$ cat src/rvu_pkg.sv
// shared types and constants for the refraction vector unit
package rvu_pkg;

  localparam int VEC_W   = 16;
  localparam int IOR_W   = 14;
  localparam int ETA_W   = 20;
  localparam int CFG_IDX_W = 2;

  localparam logic [CFG_IDX_W-1:0] REG_IOR_INC = 2'd0;
  localparam logic [CFG_IDX_W-1:0] REG_IOR_TR  = 2'd1;

  localparam logic [ETA_W-1:0] ETA_MAX   = 20'hFFFFF;
  localparam logic [ETA_W-1:0] ETA_RESET = 20'h10000;
  localparam logic [IOR_W-1:0] IOR_RESET = 14'd4096;

  localparam logic [36:0] ONE_Q28 = 37'h0010000000;

  typedef struct packed {
    logic signed [VEC_W-1:0] in_x;
    logic signed [VEC_W-1:0] in_y;
    logic signed [VEC_W-1:0] in_z;
    logic signed [VEC_W-1:0] nrm_x;
    logic signed [VEC_W-1:0] nrm_y;
    logic signed [VEC_W-1:0] nrm_z;
  } in_word_t;

  typedef struct packed {
    logic signed [VEC_W-1:0] out_x;
    logic signed [VEC_W-1:0] out_y;
    logic signed [VEC_W-1:0] out_z;
    logic                    total_reflection;
  } out_word_t;

  typedef struct packed {
    logic             busy;
    logic [ETA_W-1:0] eta;
  } eta_stat_t;

endpackage

$ cat src/rvu_eta_div.sv
// index ratio register and serial divider producing eta in Q.16
module rvu_eta_div (
  input  logic                           clk,
  input  logic                           rst_n,
  input  logic                           cfg_we,
  input  logic [rvu_pkg::CFG_IDX_W-1:0]  cfg_idx,
  input  logic [rvu_pkg::IOR_W-1:0]      cfg_wdata,
  output rvu_pkg::eta_stat_t             stat
);
  import rvu_pkg::*;

  logic [IOR_W-1:0] inc_r, tr_r;
  logic             load_r, busy_r;
  logic [4:0]       cnt_r;
  logic [29:0]      num_r;
  logic [14:0]      rem_r;
  logic [ETA_W-1:0] eta_r;

  logic [14:0] rem_sh;
  logic        qbit;
  logic [14:0] rem_nxt;
  logic [29:0] num_nxt;

  always_comb begin
    rem_sh  = {rem_r[13:0], num_r[29]};
    qbit    = (rem_sh >= {1'b0, tr_r});
    rem_nxt = qbit ? (rem_sh - {1'b0, tr_r}) : rem_sh;
    num_nxt = {num_r[28:0], qbit};
  end

  always_ff @(posedge clk) begin
    if (!rst_n) begin
      inc_r  <= IOR_RESET;
      tr_r   <= IOR_RESET;
      load_r <= 1'b0;
      busy_r <= 1'b0;
      cnt_r  <= '0;
      eta_r  <= ETA_RESET;
    end else if (cfg_we && (cfg_idx == REG_IOR_INC || cfg_idx == REG_IOR_TR)) begin
      if (cfg_idx == REG_IOR_INC) begin
        inc_r <= cfg_wdata;
      end else begin
        tr_r <= cfg_wdata;
      end
      load_r <= 1'b1;
      busy_r <= 1'b0;
    end else if (load_r) begin
      load_r <= 1'b0;
      if (tr_r == '0) begin
        eta_r <= ETA_MAX;
      end else begin
        busy_r <= 1'b1;
        cnt_r  <= 5'd29;
        num_r  <= {inc_r, 16'd0};
        rem_r  <= '0;
      end
    end else if (busy_r) begin
      num_r <= num_nxt;
      rem_r <= rem_nxt;
      cnt_r <= cnt_r - 5'd1;
      if (cnt_r == '0) begin
        busy_r <= 1'b0;
        eta_r  <= (num_nxt[29:20] != '0) ? ETA_MAX : num_nxt[19:0];
      end
    end
  end

  assign stat.busy = load_r | busy_r;
  assign stat.eta  = eta_r;

endmodule
$ cat config.mk
export PLATFORM = sky130hd
export DESIGN_NAME = rvu_eta_div
export DESIGN_NICKNAME = d
export VERILOG_FILES = /design/src/rvu_pkg.sv /design/src/rvu_eta_div.sv
export SDC_FILE = /design/constraint.sdc
export NUM_CORES = 1
export LEC_CHECK = 0
export BUFFER_PORTS_ARGS = -buffer_cell sky130_fd_sc_hd__clkbuf_2
export CORE_MARGIN = 5
export CORE_UTILIZATION = 30
export DETAILED_ROUTE_END_ITERATION = 7
export PLACE_DENSITY_LB_ADDON = 0.15
export SLEW_MARGIN = 0
export SYNTH_ARGS = -nofsm -noshare
export SYNTH_HDL_FRONTEND = slang
export SYNTH_SLANG_ARGS = --single-unit
$ cat constraint.sdc
create_clock -name clk -period 4.93 [get_ports clk]
set_input_delay 0.986 -clock clk [delete_from_list [all_inputs] [get_ports clk]]
set_output_delay 0.986 -clock clk [all_outputs]
set_load 0.02 [all_outputs]
After elaboration in Yosys (flattened, before gate mapping)
Index checks and enable logic that the tools add are counted.
{ "totals": {"output_inout_bits": 21, "register_bits": 99} }
{ "op_classes": {"add_sub_neg": 2, "n_mux": 20, "eq_ne": 3, "order_cmp": 1, "reduce_logical": 14, "n_bitwise": 4} }
{ "op_table": {"columns": ["cell", "count"], "rows": [
  ["two-way mux 20 bit", 5],
  ["two-way mux 30 bit", 3],
  ["two-way mux 14 bit", 4],
  [">= comparator 15 x 14 -> 1 bit", 1],
  ["two-way mux 5 bit", 3],
  ["logical NOT 14 bit", 1],
  ["subtractor 14 bit", 1],
  ["nonzero test 10 bit", 1],
  ["AND reduction 4 bit", 2],
  ["logical NOT 5 bit", 1],
  ["two-way mux 1 bit", 5],
  ["subtractor 5 x 1 -> 5 bit, second input constant", 1],
  ["AND reduction 2 bit", 2],
  ["nonzero test 2 bit", 2],
  ["NOT 1 bit", 3],
  ["AND reduction 3 bit", 1],
  ["equality test 2 x 1 -> 1 bit, second input constant", 1],
  ["logical NOT 2 bit", 1],
  ["inequality test 2 x 1 -> 1 bit, second input constant", 1],
  ["inequality test 2 bit, second input constant", 1],
  ["OR reduction 2 bit", 1],
  ["logical AND 1 bit", 1],
  ["logical OR 1 bit", 1],
  ["bitwise OR 1 bit", 1]
]} }

Logic depth before layout (Yosys ltp)
{ "logic_depth": {"word_depth": 5, "mapped_depth": 11} }

Worst setup path after synthesis
Ideal clock, no wire load.
{ "synth_path": {"path_kind": "input -> register", "startpoint": "input port rst_n", "endpoint": "register num_r[0], enable pin", "slack_ns": 1.135, "setup_ns": 0.446, "arrival_time_ns": 3.350, "path_stages": 4, "path_cell_list": "clkbuf_1 -> inv_1 -> clkbuf_1 -> nor2_1"} }
{ "synth_between": {"elab_chain_len": 1} }
{ "synth_rtl": {"columns": ["item", "line", "source"], "rows": [
  ["start, declared", "rvu_eta_div.sv:4", "input logic rst_n,"],
  ["AND reduction 4 bit (no line)", null, null],
  ["end signal, assigned", "rvu_eta_div.sv:54", "num_r <= {inc_r, 16'd0};"],
  ["end signal, assigned", "rvu_eta_div.sv:58", "num_r <= num_nxt;"],
  ["end, declared", "rvu_eta_div.sv:15", "logic [29:0] num_r;"]
]} }
Every way passes these cells.
A chain may end at the register's enable or synchronous reset.

Worst setup path after layout
{ "layout_path": {"startpoint": "register load_r", "endpoint": "register eta_r[14]"} }
{ "layout_between": {"elab_chain_len": 2, "word_cells_on_any_way": 5, "classes_between": "1 x eq/ne; 1 x mux; 3 x reduce/logical"} }
{ "layout_rtl": {"columns": ["item", "line", "source"], "rows": [
  ["start, declared", "rvu_eta_div.sv:13", "logic load_r, busy_r;"],
  ["start signal, assigned", "rvu_eta_div.sv:35", "load_r <= 1'b0;"],
  ["start signal, assigned", "rvu_eta_div.sv:45", "load_r <= 1'b1;"],
  ["start signal, assigned", "rvu_eta_div.sv:48", "load_r <= 1'b0;"],
  ["inequality test 2 x 1 -> 1 bit (no line) or nonzero test 2 bit (tied branches)", null, null],
  ["AND reduction 4 bit (no line)", null, null],
  ["end signal, assigned", "rvu_eta_div.sv:63", "eta_r <= (num_nxt[29:20] != '0) ? ETA_MAX : num_nxt[19:0];"],
  ["end, declared", "rvu_eta_div.sv:17", "logic [ETA_W-1:0] eta_r;"]
]} }
Parallel ways exist; a longest one is shown, timed or not.

==> metrics.md <==
| Metric | Value |
|---|---|
| Status | `completed` |
| Hold Path Class | `flop to flop` |
| Root Driver | `clkbuf_16` |
| Max VDD drop | `0.155 mV` |
| Max-slew violation count | `0` |
| Leak Pwr | `1.95 nW` |
| CP Max Fanout | `52` |
| Setup_tns | `0 ns` |
| Worst Setup Start Kind | `flop` |
| R2R Setup Slk | `1.83 ns` |
| Fmax | `0.323 GHz` |
| Wire length per cell | `16.1 um` |
| Via density per instance | `5.02` |
| Placer Congestion | `0.764` |
| DRC viols | `0` |
| Die Y | `134 um` |
| Routed wire length | `10900 um` |
| Worst skew pair latency | `0.35 ns` |
| Part of the cycle the worst path needs | `0.628` |
| Hold Buf Count CTS | `0` |
| Tightest Pin Transition | `1.06 ns` |
| Io pins | `40` |
| WHS Path Cells | `2` |
| Net Count, Synth | `491` |
| Ant. Diodes | `0` |
| Clk buf depth | `2` |
| CTS H-tree depth | `3` |
| Post-route ant nets | `0` |
| Dpl hpwl | `7530 um` |
| Worst slew margin | `0.291` |
| Mean post-synth cell area | `10.1 sq um` |
| Worst r2r src | `load_r$_SDFF_PN0_` |
| Hold Fails Final Rpt | `0` |
| Die Width | `134 um` |
| Setup crit end kind | `flop` |
| Synthesized instance count | `455` |
| Tmin final | `3.10 ns` |
| WS Path Type | `flop to flop` |
| Total GRT Usage | `0.124` |
| Pre-antenna DRT Iters | `4` |
| First-pass GRT wire length | `17500 um` |
| Sink Count | `99` |
| RR Endpoint | `eta_r[14]$_SDFFE_PN0P_` |
| Reg2Reg Depth | `7` |
| Rows | `45` |
| CTS buffer count | `9` |
| Post-CTS Setup Inserts | `0` |
| Flops & latches, synth | `99` |
| Core Footprint | `15100 sq um` |
| Clk slew on worst S/H paths | `0.07 ns` |
| Via count | `3395` |
| Post-synthesis cell area | `4590 sq um` |
| Vias in the first global route | `3275` |
| Total gr overflow | `0` |
| Post-synthesis sequential area ratio | `0.528` |
| CTS tree | `done` |
| Dpl cells | `660` |
| Initial core utilization | `0.304` |
| Crit path DAT | `3.33 ns` |
| Die area | `17900 sq um` |
| Total Nets Final | `519` |
| Endpoints failing setup | `0` |
| Final Non-Filler Cells | `676` |
| CP required | `5.16 ns` |
| Largest net degree at the start of global routing | `53` |
| Area grow syn2layout | `14.8%` |
| Fin Hold WS | `0.455 ns` |
| Max_cap viols | `0` |
| Unrepaired setup endpoints after global routing | `no` |
| Hold wc startpoint | `inc_r[10]$_SDFFE_PN0P_` |
| Share of layout cells above drive strength 1 | `0.199` |
| CP startpoint | `load_r$_SDFF_PN0_` |
| Layout fillers | `1559` |
| Pwr dens | `348 nW/um^2` |
| Initial antenna violation count | `0` |
| PortBufs | `39` |
| Post-CTS Resized | `0` |
| Final instance area | `5260 sq um` |
| Placed inst area | `4950 sq um` |
| Synth unique cells | `47` |
| Yosys warns | `0` |
| 1st-iter DRT viols | `254` |
| Clk_skew | `0.00467 ns` |
| Min-Delay Endpoint | `inc_r[10]$_SDFFE_PN0P_` |
[power by group]
part	internal, mW	leakage (nW)	switching, mW
logic	0.0751	0.942	0.113
registers	0.888	0.849	0.0173
clock network	0.436	0.156	0.304
total	1.40	1.95	0.434
[critical path: stages, from the launching register on]
cell and delay [ns]:
dfxtp_2 0.33, buf_4 0.50, nor2_1 0.12, nor2_1 0.23, a21boi_1 0.19, buf_4 0.27, nand4_1 0.76, o221a_2 0.54
[registers in the layout, indices dropped and copies added, names as in the netlist]
name	count
busy_r	1
cnt_r	5
eta_r	20
inc_r	14
load_r	1
num_r	30
rem_r	14
tr_r	14
[per-stage QoR]
stage	total power, mW	setup slack [ns]	util
floorplan	1.06	1.13	-
global placement	1.11	1.63	0.328
detailed placement	1.11	1.51	0.328
CTS	1.86	1.72	0.349
global route	1.91	1.55	0.349
finish	1.83	1.83	0.349
[layout make-up]
class / instances / area (sq um) / share of cell area
Sequential cell: 99 / 2420 / 0.461
Tap cell: 188 / 235 / 0.0447
Clock buffer: 13 / 270 / 0.0514
Inverter: 23 / 86.3 / 0.0164
Clock inverter: 3 / 43.8 / 0.00832
Multi-Input combinational cell: 308 / 1990 / 0.377
Timing Repair Buffer: 42 / 218 / 0.0414
[logic make-up after synthesis]
group                      synth area share
AOI/OAI and AO/OA                     0.159
xor gates and xnor gates             0.0153
adders and majority gates            0.0480
buffers and inverters                0.0404
DFF                                   0.528
muxes                                0.0540
and+or+nand+nor                       0.155
[layer usage]
layer	track usage	share of wire	up-vias
met4	0.0394	0.014	0
li1	-	-	1691
met3	0.0359	0.054	11
met1	0.167	0.49	1623
met2	0.192	0.44	70
met5	0	0	-
[layout by cell type, fill, tap and decap left out, drive strengths merged, types with 4 or more instances in the layout]
cell type / count
xnor2: 6
edfxtp: 44
nor4: 5
nand4: 5
o21ai: 10
nand2: 68
ha: 16
nor2: 31
o221a: 18
mux2i: 9
a21oi: 53
nor3: 12
dfxtp: 55
inv: 24
nand3: 4
nor2b: 17
clkbuf: 52
a21o: 4
mux2: 14
[synth_stat cells (all sizes together)]
library cell | instances | share of area
nor4 | 5 | 0.0068
clkbuf | 21 | 0.017
nand2 | 68 | 0.057
o311a | 1 | 0.0022
nand2b | 2 | 0.0027
o32a | 1 | 0.0022
xor2 | 2 | 0.0038
a211oi | 2 | 0.0033
buf | 4 | 0.0044
and3 | 1 | 0.0014
o221a | 18 | 0.044
o21a | 1 | 0.0016
or3b | 2 | 0.0038
o31ai | 1 | 0.0016
a21oi | 53 | 0.059
nand3 | 4 | 0.0044
nor4b | 1 | 0.0019
o22ai | 1 | 0.0014
nor2 | 31 | 0.025
xnor2 | 6 | 0.011
and2 | 2 | 0.0027
nor2b | 17 | 0.023
or3 | 1 | 0.0014
o21bai | 2 | 0.0033
a221oi | 1 | 0.0033
dfxtp | 55 | 0.24
o41ai | 1 | 0.0019
mux2i | 9 | 0.020
o2111a | 2 | 0.0049
inv | 23 | 0.019
fa | 1 | 0.0044
o21ai | 10 | 0.011
a21boi | 3 | 0.0049
a22oi | 1 | 0.0016
nand4 | 5 | 0.0068
a311oi | 1 | 0.0019
ha | 16 | 0.044
a31oi | 1 | 0.0014
o211ai | 2 | 0.0033
a21o | 4 | 0.0065
or2 | 3 | 0.0041
edfxtp | 44 | 0.29
mux2 | 14 | 0.034
nor3 | 12 | 0.013
[worst max-delay path by stage]
stage | endpoint | slack (ns) | cells past startpoint
detailed placement | eta_r[3]$_SDFFE_PN0P_ | 1.51 | 7
finish | eta_r[14]$_SDFFE_PN0P_ | 1.83 | 7
global route | eta_r[0]$_SDFFE_PN0P_ | 1.55 | 8
CTS | eta_r[13]$_SDFFE_PN0P_ | 1.72 | 7
floorplan | num_r[0]$_SDFFCE_PP0P_ | 1.13 | 4
global placement | eta_r[14]$_SDFFE_PN0P_ | 1.63 | 7
(Power assumes the default switching activity.)
